==> src/hw/rtl/vpid_pkg.sv <==
`timescale 1ns / 1ps
// ----------------------------------------------------------------------------
// Velocity PID package
// Shared types and fixed constants for the incremental PID controller.
// ----------------------------------------------------------------------------
package vpid_pkg;

  // Configuration register indexes.
  localparam int CFG_IDX_W = 3;
  localparam logic [CFG_IDX_W-1:0] REG_SETPOINT    = 3'd0;
  localparam logic [CFG_IDX_W-1:0] REG_GAIN        = 3'd1;
  localparam logic [CFG_IDX_W-1:0] REG_COEF_NOW    = 3'd2;
  localparam logic [CFG_IDX_W-1:0] REG_COEF_LAST   = 3'd3;
  localparam logic [CFG_IDX_W-1:0] REG_COEF_OLDER  = 3'd4;
  localparam logic [CFG_IDX_W-1:0] REG_UPPER_LIMIT = 3'd5;
  localparam logic [CFG_IDX_W-1:0] REG_LOWER_LIMIT = 3'd6;

  // Multiplier digit width and the width of the wide operand and term sum.
  localparam int DIGIT_W = 16;
  localparam int SUM_W   = 64;

  // Every shifted product saturates to this many signed bits.
  localparam int TERM_W  = 62;

  // Product sequence: three weighted error terms, then the gain product.
  localparam int TERM_IDX_W = 2;
  localparam logic [TERM_IDX_W-1:0] TERM_NOW   = 2'd0;
  localparam logic [TERM_IDX_W-1:0] TERM_LAST  = 2'd1;
  localparam logic [TERM_IDX_W-1:0] TERM_OLDER = 2'd2;
  localparam logic [TERM_IDX_W-1:0] TERM_GAIN  = 2'd3;

  // Sequencer states.
  typedef enum logic [1:0] {
    ST_IDLE,
    ST_MUL,
    ST_SHIFT,
    ST_DRIVE
  } vpid_state_t;

endpackage

==> src/hw/rtl/vpid_if.sv <==
`timescale 1ns / 1ps
// ----------------------------------------------------------------------------
// Velocity PID channel interfaces
// Valid/ready channels for samples, drive results and register writes.
// ----------------------------------------------------------------------------

// Measured sample channel.
interface vpid_in_if #(
  parameter int DATA_WIDTH = 32
);
  logic                         valid;
  logic                         ready;
  logic signed [DATA_WIDTH-1:0] measured_value;

  modport source (output valid, output measured_value, input ready);
  modport sink   (input valid, input measured_value, output ready);
endinterface

// Drive result channel.
interface vpid_out_if #(
  parameter int DATA_WIDTH = 32
);
  logic                         valid;
  logic                         ready;
  logic signed [DATA_WIDTH-1:0] drive_out;
  logic                         at_upper;
  logic                         at_lower;

  modport source (output valid, output drive_out, output at_upper, output at_lower,
                  input ready);
  modport sink   (input valid, input drive_out, input at_upper, input at_lower,
                  output ready);
endinterface

// Register write channel.
interface vpid_cfg_if #(
  parameter int DATA_WIDTH = 32
);
  import vpid_pkg::*;

  logic                  valid;
  logic                  ready;
  logic [CFG_IDX_W-1:0]  index;
  logic [DATA_WIDTH-1:0] data;

  modport source (output valid, output index, output data, input ready);
  modport sink   (input valid, input index, input data, output ready);
endinterface

==> src/hw/rtl/velocity_pid_controller.sv <==
`timescale 1ns / 1ps
// ----------------------------------------------------------------------------
// Velocity PID controller
// Incremental PID update in signed fixed point with clamped drive output.
// ----------------------------------------------------------------------------
// Each sample request gives one drive result. The error against the setpoint
// is formed in the accept cycle; then four products (three weighted errors and
// the gain product) run through one shared 64 x 17 bit multiplier slice, one
// 16-bit digit of the coefficient per cycle, with a shift and saturate step
// after each product. After the accept cycle the input is not ready until the
// drive update is done, so the block takes no new sample before it has
// finished the last one. The result sits in an output register, so the next
// sample may be accepted while it waits; the update stalls in its drive state
// only if the previous result has still not been taken. Error history and
// drive are cleared only by reset; register writes are taken at any time.
module velocity_pid_controller #(
  parameter int DATA_WIDTH = 32,
  parameter int FRAC_BITS  = 16
) (
  input  logic       clk,
  input  logic       rst_n,
  vpid_in_if.sink    in_chan,
  vpid_out_if.source out_chan,
  vpid_cfg_if.sink   cfg_chan
);
  import vpid_pkg::*;

  localparam int ND     = (DATA_WIDTH + DIGIT_W - 1) / DIGIT_W;
  localparam int BW     = ND * DIGIT_W;
  localparam int PW     = SUM_W + BW;
  localparam int DIG_CW = (ND > 1) ? $clog2(ND) : 1;
  localparam int PART_W = SUM_W + DIGIT_W + 1;

  localparam logic signed [DATA_WIDTH-1:0] ONE  = DATA_WIDTH'(1) << FRAC_BITS;
  localparam logic signed [DATA_WIDTH-1:0] SMAX = {1'b0, {(DATA_WIDTH-1){1'b1}}};
  localparam logic signed [DATA_WIDTH-1:0] SMIN = {1'b1, {(DATA_WIDTH-1){1'b0}}};
  localparam logic signed [TERM_W-1:0]     TMAX = {1'b0, {(TERM_W-1){1'b1}}};
  localparam logic signed [TERM_W-1:0]     TMIN = {1'b1, {(TERM_W-1){1'b0}}};

  // Configuration registers.
  logic signed [DATA_WIDTH-1:0] setpoint_r, gain_r, coef_now_r, coef_last_r;
  logic signed [DATA_WIDTH-1:0] coef_older_r, upper_r, lower_r;

  // Controller state.
  logic signed [DATA_WIDTH-1:0] last_err_r, older_err_r, drive_r;

  // Sequencer and datapath.
  vpid_state_t                  state_r, state_nxt;
  logic [DIG_CW-1:0]            dig_r;
  logic [TERM_IDX_W-1:0]        term_r;
  logic signed [DATA_WIDTH-1:0] cur_err_r;
  logic signed [PW-1:0]         acc_r, acc_nxt;
  logic signed [SUM_W-1:0]      sum_r;
  logic signed [TERM_W-1:0]     inc_r;

  // Output register.
  logic                         out_valid_r;
  logic signed [DATA_WIDTH-1:0] drive_out_r;
  logic                         at_upper_r, at_lower_r;

  // Control strobes.
  logic accept, mul_en, shift_en, drive_en;

  // Combinational datapath signals.
  logic signed [DATA_WIDTH:0]   diff;
  logic signed [DATA_WIDTH-1:0] err_sat;
  logic signed [SUM_W-1:0]      a_op;
  logic signed [DATA_WIDTH-1:0] b_op;
  logic signed [BW-1:0]         b_ext;
  logic [DIGIT_W-1:0]           digit;
  logic                         top_dig;
  logic signed [DIGIT_W:0]      dig_ext;
  logic signed [PART_W-1:0]     part;
  logic signed [PW-1:0]         acc_shift;
  logic [PW-TERM_W:0]           acc_hi;
  logic signed [TERM_W-1:0]     term_sat;
  logic signed [SUM_W-1:0]      drive_sum;
  logic signed [SUM_W-1:0]      upper_ext, lower_ext;

  // Register writes; writes beyond the register list are dropped.
  assign cfg_chan.ready = 1'b1;

  always_ff @(posedge clk) begin
    if (!rst_n) begin
      setpoint_r   <= '0;
      gain_r       <= ONE;
      coef_now_r   <= ONE;
      coef_last_r  <= -ONE;
      coef_older_r <= '0;
      upper_r      <= SMAX;
      lower_r      <= SMIN;
    end else if (cfg_chan.valid) begin
      unique case (cfg_chan.index)
        REG_SETPOINT:    setpoint_r   <= cfg_chan.data;
        REG_GAIN:        gain_r       <= cfg_chan.data;
        REG_COEF_NOW:    coef_now_r   <= cfg_chan.data;
        REG_COEF_LAST:   coef_last_r  <= cfg_chan.data;
        REG_COEF_OLDER:  coef_older_r <= cfg_chan.data;
        REG_UPPER_LIMIT: upper_r      <= cfg_chan.data;
        REG_LOWER_LIMIT: lower_r      <= cfg_chan.data;
        default: ;
      endcase
    end
  end

  // Next-state logic of the sequencer.
  always_comb begin
    state_nxt = state_r;
    unique case (state_r)
      ST_IDLE: begin
        if (in_chan.valid) state_nxt = ST_MUL;
      end
      ST_MUL: begin
        if (dig_r == '0) state_nxt = ST_SHIFT;
      end
      ST_SHIFT: begin
        state_nxt = (term_r == TERM_GAIN) ? ST_DRIVE : ST_MUL;
      end
      ST_DRIVE: begin
        if (!out_valid_r || out_chan.ready) state_nxt = ST_IDLE;
      end
      default: state_nxt = ST_IDLE;
    endcase
  end

  // Control outputs of the sequencer.
  always_comb begin
    in_chan.ready = 1'b0;
    mul_en        = 1'b0;
    shift_en      = 1'b0;
    drive_en      = 1'b0;
    unique case (state_r)
      ST_IDLE:  in_chan.ready = 1'b1;
      ST_MUL:   mul_en        = 1'b1;
      ST_SHIFT: shift_en      = 1'b1;
      ST_DRIVE: drive_en      = !out_valid_r || out_chan.ready;
      default: ;
    endcase
  end

  assign accept = in_chan.ready && in_chan.valid;

  always_ff @(posedge clk) begin
    if (!rst_n) begin
      state_r <= ST_IDLE;
    end else begin
      state_r <= state_nxt;
    end
  end

  // Saturated error of the incoming sample.
  always_comb begin
    diff = (DATA_WIDTH+1)'(setpoint_r) - (DATA_WIDTH+1)'(in_chan.measured_value);
    if (diff[DATA_WIDTH] != diff[DATA_WIDTH-1]) begin
      err_sat = diff[DATA_WIDTH] ? SMIN : SMAX;
    end else begin
      err_sat = diff[DATA_WIDTH-1:0];
    end
  end

  // Operand selection for the shared multiplier.
  always_comb begin
    case (term_r)
      TERM_NOW: begin
        a_op = SUM_W'(cur_err_r);
        b_op = coef_now_r;
      end
      TERM_LAST: begin
        a_op = SUM_W'(last_err_r);
        b_op = coef_last_r;
      end
      TERM_OLDER: begin
        a_op = SUM_W'(older_err_r);
        b_op = coef_older_r;
      end
      default: begin
        a_op = sum_r;
        b_op = gain_r;
      end
    endcase
  end

  // One digit step: the top digit is signed, lower digits are unsigned.
  always_comb begin
    b_ext   = BW'(b_op);
    digit   = b_ext[dig_r*DIGIT_W +: DIGIT_W];
    top_dig = (dig_r == DIG_CW'(ND-1));
    dig_ext = top_dig ? {digit[DIGIT_W-1], digit} : {1'b0, digit};
    part    = a_op * dig_ext;
    acc_nxt = (top_dig ? PW'(0) : (acc_r <<< DIGIT_W)) + PW'(part);
  end

  // Fraction shift and saturation of the finished product.
  always_comb begin
    acc_shift = acc_r >>> FRAC_BITS;
    acc_hi    = acc_shift[PW-1:TERM_W-1];
    if ((&acc_hi) || !(|acc_hi)) begin
      term_sat = acc_shift[TERM_W-1:0];
    end else begin
      term_sat = acc_hi[PW-TERM_W] ? TMIN : TMAX;
    end
  end

  // Drive update ahead of the clamp.
  assign drive_sum = SUM_W'(drive_r) + SUM_W'(inc_r);
  assign upper_ext = SUM_W'(upper_r);
  assign lower_ext = SUM_W'(lower_r);

  // Digit counter and product index.
  always_ff @(posedge clk) begin
    if (!rst_n) begin
      dig_r  <= DIG_CW'(ND-1);
      term_r <= TERM_NOW;
    end else if (accept) begin
      dig_r  <= DIG_CW'(ND-1);
      term_r <= TERM_NOW;
    end else if (mul_en && dig_r != '0) begin
      dig_r <= dig_r - 1'b1;
    end else if (shift_en) begin
      dig_r  <= DIG_CW'(ND-1);
      term_r <= term_r + 1'b1;
    end
  end

  // Multiplier accumulator, term sum and increment.
  always_ff @(posedge clk) begin
    if (accept) cur_err_r <= err_sat;
    if (mul_en) acc_r <= acc_nxt;
    if (shift_en) begin
      if (term_r == TERM_GAIN) begin
        inc_r <= term_sat;
      end else begin
        sum_r <= ((term_r == TERM_NOW) ? SUM_W'(0) : sum_r) + SUM_W'(term_sat);
      end
    end
  end

  // Controller state update at the end of each request.
  always_ff @(posedge clk) begin
    if (!rst_n) begin
      last_err_r  <= '0;
      older_err_r <= '0;
      drive_r     <= '0;
    end else if (drive_en) begin
      older_err_r <= last_err_r;
      last_err_r  <= cur_err_r;
      if (drive_sum > upper_ext) begin
        drive_r <= upper_r;
      end else if (drive_sum < lower_ext) begin
        drive_r <= lower_r;
      end else begin
        drive_r <= drive_sum[DATA_WIDTH-1:0];
      end
    end
  end

  // Output register with clamp flags.
  always_ff @(posedge clk) begin
    if (drive_en) begin
      if (drive_sum > upper_ext) begin
        drive_out_r <= upper_r;
        at_upper_r  <= 1'b1;
        at_lower_r  <= 1'b0;
      end else if (drive_sum < lower_ext) begin
        drive_out_r <= lower_r;
        at_upper_r  <= 1'b0;
        at_lower_r  <= 1'b1;
      end else begin
        drive_out_r <= drive_sum[DATA_WIDTH-1:0];
        at_upper_r  <= 1'b0;
        at_lower_r  <= 1'b0;
      end
    end
  end

  always_ff @(posedge clk) begin
    if (!rst_n) begin
      out_valid_r <= 1'b0;
    end else if (drive_en) begin
      out_valid_r <= 1'b1;
    end else if (out_chan.ready) begin
      out_valid_r <= 1'b0;
    end
  end

  assign out_chan.valid     = out_valid_r;
  assign out_chan.drive_out = drive_out_r;
  assign out_chan.at_upper  = at_upper_r;
  assign out_chan.at_lower  = at_lower_r;

endmodule
==> src/flat_wrapper.sv <==
// flat-port wrapper written by rule: the top's interface ports become plain ports
module velocity_pid_controller_flat import vpid_pkg::*;
#(
  parameter int DATA_WIDTH = 32,
  parameter int FRAC_BITS  = 16
)
  (clk, rst_n, in_chan_valid, in_chan_measured_value, in_chan_ready, out_chan_valid, out_chan_drive_out, out_chan_at_upper, out_chan_at_lower, out_chan_ready, cfg_chan_valid, cfg_chan_index, cfg_chan_data, cfg_chan_ready);
  vpid_in_if #(.DATA_WIDTH(DATA_WIDTH)) in_chan_i ();
  vpid_out_if #(.DATA_WIDTH(DATA_WIDTH)) out_chan_i ();
  vpid_cfg_if #(.DATA_WIDTH(DATA_WIDTH)) cfg_chan_i ();
  input  logic clk;
  input  logic rst_n;
  input wire logic [$bits(in_chan_i.valid)-1:0] in_chan_valid;
  input wire logic [$bits(in_chan_i.measured_value)-1:0] in_chan_measured_value;
  output wire logic [$bits(in_chan_i.ready)-1:0] in_chan_ready;
  output wire logic [$bits(out_chan_i.valid)-1:0] out_chan_valid;
  output wire logic [$bits(out_chan_i.drive_out)-1:0] out_chan_drive_out;
  output wire logic [$bits(out_chan_i.at_upper)-1:0] out_chan_at_upper;
  output wire logic [$bits(out_chan_i.at_lower)-1:0] out_chan_at_lower;
  input wire logic [$bits(out_chan_i.ready)-1:0] out_chan_ready;
  input wire logic [$bits(cfg_chan_i.valid)-1:0] cfg_chan_valid;
  input wire logic [$bits(cfg_chan_i.index)-1:0] cfg_chan_index;
  input wire logic [$bits(cfg_chan_i.data)-1:0] cfg_chan_data;
  output wire logic [$bits(cfg_chan_i.ready)-1:0] cfg_chan_ready;
  assign in_chan_i.valid = in_chan_valid;
  assign in_chan_i.measured_value = in_chan_measured_value;
  assign in_chan_ready = in_chan_i.ready;
  assign out_chan_valid = out_chan_i.valid;
  assign out_chan_drive_out = out_chan_i.drive_out;
  assign out_chan_at_upper = out_chan_i.at_upper;
  assign out_chan_at_lower = out_chan_i.at_lower;
  assign out_chan_i.ready = out_chan_ready;
  assign cfg_chan_i.valid = cfg_chan_valid;
  assign cfg_chan_i.index = cfg_chan_index;
  assign cfg_chan_i.data = cfg_chan_data;
  assign cfg_chan_ready = cfg_chan_i.ready;
  velocity_pid_controller #(.DATA_WIDTH(DATA_WIDTH), .FRAC_BITS(FRAC_BITS)) u_core (.clk(clk), .rst_n(rst_n), .in_chan(in_chan_i), .out_chan(out_chan_i), .cfg_chan(cfg_chan_i));
endmodule
==> config.mk <==
export PLATFORM = sky130hd
export DESIGN_NAME = velocity_pid_controller_flat
export DESIGN_NICKNAME = d
export VERILOG_FILES = /design/src/hw/rtl/vpid_pkg.sv /design/src/hw/rtl/vpid_if.sv /design/src/hw/rtl/velocity_pid_controller.sv /design/src/flat_wrapper.sv
export SDC_FILE = /design/constraint.sdc
export NUM_CORES = 2
export LEC_CHECK = 0
export BUFFER_PORTS_ARGS = -buffer_cell sky130_fd_sc_hd__buf_2
export CAP_MARGIN = 20
export CORE_MARGIN = 3
export CORE_UTILIZATION = 45
export DETAILED_ROUTE_END_ITERATION = 8
export PLACE_DENSITY = 0.71
export SYNTH_ARGS = -nofsm -noshare
export SYNTH_HDL_FRONTEND = slang
export SYNTH_SLANG_ARGS = --single-unit
==> constraint.sdc <==
create_clock -name clk -period 21.1 [get_ports clk]
set_input_delay 1.055 -clock clk [delete_from_list [all_inputs] [get_ports clk]]
set_output_delay 1.055 -clock clk [all_outputs]
set_load 0.02 [all_outputs]
# [Yosys cells after proc, flatten, opt, wreduce, memory -nomap -nowiden]
# Cells that the tools add are included.
[op_classes] n_reduce_logical=25 order_cmp=2 shift=1 bitwise_logic=3 mux=26 n_addsub=6 n_eq_ne=16 n_mul=1
[op_table] cell="case mux 64 bit (3 select lines)" n=1
[op_table] cell="2-to-1 mux 32 bit" n=4
[op_table] cell="2-to-1 mux 62 bit" n=2
[op_table] cell="adder 96 x 81 -> 96 bit" n=1
[op_table] cell="2-to-1 mux 96 bit" n=1
[op_table] cell="case mux 32 bit (3 select lines)" n=1
[op_table] cell="multiplier 64 x 17 -> 81 bit" n=1
[op_table] cell="adder 64 x 62 -> 64 bit" n=1
[op_table] cell="2-to-1 mux 64 bit" n=1
[op_table] cell="adder 32 x 62 -> 63 bit" n=1
[op_table] cell="greater-than comparator 63 x 32 -> 1 bit" n=1
[op_table] cell="less-than comparator 63 x 32 -> 1 bit" n=1
[op_table] cell="subtractor 32 x 32 -> 33 bit" n=1
[op_table] cell="indexed part select 32 x 6 -> 16 bit" n=1
[op_table] cell="AND reduction 2 bit" n=10
[op_table] cell="AND reduction 19 bit" n=1
[op_table] cell="OR reduction 19 bit" n=1
[op_table] cell="2-to-1 mux 17 bit" n=1
[op_table] cell="2-to-1 mux 1 bit" n=10
[op_table] cell="== test 3 bit (second input constant)" n=3
[op_table] cell="== test 2 bit (second input constant)" n=4
[op_table] cell="2-to-1 mux 2 bit" n=4
[op_table] cell="case mux 2 bit (4 select lines)" n=1
[op_table] cell="== test 3 x 2 -> 1 bit (second input constant)" n=2
[op_table] cell="other kinds (16)" n=25
[totals] reg_bits=614 elab_cells=101 input_bits=72 output_inout_bits=37

# [Depth between registers and ports, before layout]
[depth] ltp_word=6 depth_mapped=35 depth_no_buf=31

# [Worst setup path after synthesis]
# No wires, ideal clock.
[synth_path] path_kind="flip-flop to flip-flop" start="reg u_core.term_r[0]" end="reg u_core.acc_r[88] (data pin)" n_path_buf=3 slack_ns=10.927 t_arrival_ns=9.904 setup_time_ns=0.269 period_less_slack_ns=10.173 path_stages_with_launch=30 t_required_ns=20.831 cell_sequence="dfxtp_1 -> inv_1 -> ha_1 -> clkbuf_1 -> clkbuf_1 -> a222oi_1 -> a211oi_1 -> a21oi_1 -> nor2_1 -> inv_1 -> fa_1 -> inv_1 -> fa_1 -> ha_1 -> inv_1 -> fa_1 -> fa_1 -> fa_1 -> inv_1 -> ha_1 -> clkbuf_1 -> nand3_1 -> nor4_1 -> nand3_1 -> or4_1 -> a2bb2oi_2 -> o31ai_2 -> a221oi_2 -> o31ai_1 -> xor2_1"
[synth_between] elab_chain_cells=6 elab_cells_between_ends=9 classes_between="add/sub (1); mul (1); eq/ne (2); shift (1); mux (3); reduce/logical (1)"
[synth_rtl] item="from (decl)" line="velocity_pid_controller.sv:50" rtl="logic [TERM_IDX_W-1:0] term_r;"
[synth_rtl] item="from (signal assigned)" line="velocity_pid_controller.sv:221" rtl="term_r <= term_r + 1'b1;"
[synth_rtl] item="== test 2 bit, or another cell as far along" line="velocity_pid_controller.sv:163" rtl="case (term_r)"
[synth_rtl] item="case mux 32 bit (3 select lines)" line="velocity_pid_controller.sv:163"
[synth_rtl] item="indexed part select 32 x 6 -> 16 bit" line="velocity_pid_controller.sv:186" rtl="digit = b_ext[dig_r*DIGIT_W +: DIGIT_W];"
[synth_rtl] item="2-to-1 mux 17 bit" line="velocity_pid_controller.sv:188" rtl="dig_ext = top_dig ? {digit[DIGIT_W-1], digit} : {1'b0, digit};"
[synth_rtl] item="multiplier 64 x 17 -> 81 bit (*)" line="velocity_pid_controller.sv:189" rtl="part = a_op * dig_ext;"
[synth_rtl] item="adder 96 x 81 -> 96 bit (*)" line="velocity_pid_controller.sv:190" rtl="acc_nxt = (top_dig ? PW'(0) : (acc_r <<< DIGIT_W)) + PW'(part);"
[synth_rtl] item="named net u_core.acc_nxt[88]" line="velocity_pid_controller.sv:52" rtl="logic signed [PW-1:0] acc_r, acc_nxt;"
[synth_rtl] item="to (signal assigned)" line="velocity_pid_controller.sv:228" rtl="if (mul_en) acc_r <= acc_nxt;"
[synth_rtl] item="to (decl)" line="velocity_pid_controller.sv:52"
# The timed path passes the listed nets; every way through them passes the cells marked *.
# A chain may end at the register's enable or synchronous reset.

# [Final worst setup path]
# Ends and elaborated chain as after synthesis.

==> impl_metrics.ini <==
[power]
p_sw_share_pct = 47.5
p_switching_uw = 3590
p_leak_uw = 0.0386
p_seq_share_pct = 22.0
internal_power_uw = 3960
p_total_uw = 7550
power.density_nw_per_um2 = 91.8
pwr-share-clk_pct = 18.3
comb_power_share_pct = 59.8
vdd_ir_drop_max_mv = 0.0602

[clock_tree]
ctsHoldBuffers = 0
cts_tree = done
root_buffer = clkbuf_16
cts_buffers = 69
post_cts_buffers = 0
cts_max_level = 3
cts_buffer_depth = 3
clock-sinks = 614
clkLatencyLatePin_ns = 0.68
cts_resized = 0
clkTransAtPathRegs_ns = 0.06

[global_routing]
top_usage_layer = met2
grt_use_total_pct = 26.9
grt_start_max_net_pins = 129
grtUsageMet2_pct = 42.0
antenna_found_initial = 5
grt_pass1_wl_um = 369000
met3_usage_pct = 5.22
grt_pass1_vias = 63814
grt_overflow = 0
use_met1_pct = 36.4

[synth]
synth.top_cell.area_share_pct = 30.2
syn_area_um2 = 77000
syn-num-nets = 10439
synth.avg_cell_area_um2 = 8.87
syn_inst = 8683
synth-edff-count = 288
async_reset_ff_share_pct = 0
ys_seq_elements = 614
yosysUniqueCellTypes = 105
yosysTopAreaCell = fa_1
synth_seq_area_share_pct = 19.7
yosysWarnings = 0
netlist_top_cells_area = fa_1 30%, edfxtp_1 11%, ha_1 8.5%, dfxtp_1 8.5%, nand2_1 7.6%
synth_flop_cell = dfxtp_1

[cells_and_area]
area_growth_pct = 6.87
fill_cells = 15718
layoutNonFillerInstCount = 10801
nets = 10283
layout-drive-gt1-share_pct = 5.28
finish.utilization_pct = 48.5

[outcome]
status = finished, violations left
violations = DRC

[floorplan]
dieHeight_um = 420
rows = 151
die_x_um = 420
dieArea_um2 = 176000
start_util_pct = 45.4
ioPinCount = 109
coreArea_um2 = 170000

[route]
route.vias.total = 61129
wl_um = 233000
post_drt_wl_per_cell_um = 21.6
drc_errors = 8
drt_iter0_drc = 5829
antenna_left = 0
drt_pass1_iterations = 9
avgViaCountPerCell = 5.66

[critical_path]
crit_top_cell = fa_1
critical_path_class = reg2reg
crit_path_end_kind = register
critPathMaxStageDelay_ns = 0.69
cp_max_fo = 65
cp.arrival_ns = 11.17
cp-start-kind = register
required_ns = 21.51
cp_slowest_cell = buf_4
r2r_slack_ns = 10.34

[sta]
setup-violations-final = 0
max_freq_mhz = 92.9
tightest_slew_ns = 1.15
period_share_pct = 51.0
finalSetupTns_ns = 0
min_period_ns = 10.76
clock_skew_ns = 0.0455
max_slew_margin_pct = 23.0
rsz0062_at_grt = false
maxSlewViolCount = 0
hold_violations = 0

[placed_design]
portBuffers = 107
dp_hpwl_um = 180000
place_congestion = 1.03
placed_cells = 10669

[hold_path]
hold_class = reg2reg

[job]
drv_cap = 0
==> metal layers <==
layer	vias to the layer above	routed length, um
met3	575	20900
met2	2774	104000
met4	0	11800
li1	27377	-
met5	-	0
met1	30403	96900
==> through the flow <==
stage | hold WS, ns | worst slack (ns) | area (um^2)
after floorplan | 0.439 | 10.93 | 77000
after global placement | 0.449 | 10.63 | 79600
after detailed placement | 0.457 | 10.53 | 79600
after CTS | 0.466 | 10.48 | 82200
after global routing | 0.485 | 9.73 | 82300
final | 0.469 | 10.34 | 82300
==> worst max-delay path, delay by kind of cell (launching register included) <==
family / cells / cell delay (ns)
and+or+nand+nor: 5 / 1.06
DFF: 1 / 0.40
buffers and inverters: 6 / 1.86
adders and majority gates: 8 / 3.75
xor gates and xnor gates: 1 / 0.16
AOI/OAI and AO/OA: 11 / 3.07
==> area by class of cell <==
cell class,count,area [um^2],area share (%)
Clock buffer,86,2000,2.43
Sequential cell,614,15200,18.4
Timing Repair Buffer,222,1440,1.75
Clock inverter,40,597,0.725
Tap cell,2218,2780,3.37
Inverter,1475,5540,6.73
Antenna cell,1,2.50,0.00304
Multi-Input combinational cell,6145,54800,66.5
==> layout by cell type (no fill, tap or decap), types with 57 or more instances in the layout <==
cell,count
clkbuf_16,76
buf_2,107
and2_1,89
edfxtp_1,288
mux2i_1,64
o21ai_0,177
nand4_1,91
a222oi_1,57
nor2b_1,194
ha_1,520
buf_4,111
xor2_1,81
nor2_1,398
xnor2_1,157
a21oi_1,414
nand2b_1,72
a21boi_0,273
a21o_1,233
inv_1,1473
nand2_1,1555
dfxtp_1,325
nand3_1,78
fa_1,1160
==> cells in the mapped netlist (10+ instances only) <==
library cell and instances:
a211oi_1 26, a21boi_0 273, a21o_1 237, a21oi_1 426, a222oi_1 57, a22oi_1 10, a31oi_1 30, and2_1 89
and3_1 23, and4_1 11, buf_1 31, buf_2 18, clkbuf_1 390, dfxtp_1 326, edfxtp_1 288, fa_1 1160
ha_1 524, inv_1 1473, mux2i_1 65, mux4_2 10, nand2_1 1556, nand2b_1 72, nand3_1 82, nand4_1 91
nor2_1 407, nor2b_1 195, nor3_1 35, nor4_1 17, o211ai_1 52, o21a_1 28, o21ai_0 177, o21ai_1 19
o21bai_1 48, o31ai_1 20, xnor2_1 157, xor2_1 81
==> final timing paths <==
check,startpoint,end,cells past startpoint
worst max-delay path,u_core.term_r[0],u_core.acc_r[88],31
worst min-delay path,u_core.coef_last_r[12],u_core.coef_last_r[12],2
worst min register to register,u_core.coef_last_r[12],u_core.coef_last_r[12],2
worst max register to register,u_core.term_r[0],u_core.acc_r[88],31
==> registers in the layout (all words and copies together) (netlist names) <==
register and count:
u_core.acc_r 96, u_core.coef_last_r 32, u_core.coef_now_r 32, u_core.coef_older_r 32, u_core.cur_err_r 32, u_core.dig_r 1, u_core.drive_r 32, u_core.gain_r 32
u_core.inc_r 62, u_core.last_err_r 32, u_core.lower_r 32, u_core.older_err_r 32, u_core.out_chan.at_lower 1, u_core.out_chan.at_upper 1, u_core.out_chan.drive_out 32, u_core.out_chan.valid 1
u_core.setpoint_r 32, u_core.state_r 2, u_core.sum_r 64, u_core.term_r 2, u_core.upper_r 32
==> power by group through the flow <==
stage,clock network [uW],registers (uW),logic [uW]
floorplan,0,1610,3170
global placement,0,1680,4370
detailed placement,0,1680,4390
CTS,1400,1650,4450
global route,1450,1670,5010
finish,1380,1660,4510
==> cell families after synthesis <==
logic type,after synthesis,share of synthesized area [%]
flops,614,19.7
mux,85,1.29
compound gates,1514,13.3
buf+inv,1924,9.45
simple gates,2619,14.8
xor+xnor,238,2.71
other cells,1,0.00487
fa+ha+maj,1688,38.7
Note: power is estimated with default switching activity, not from simulation.
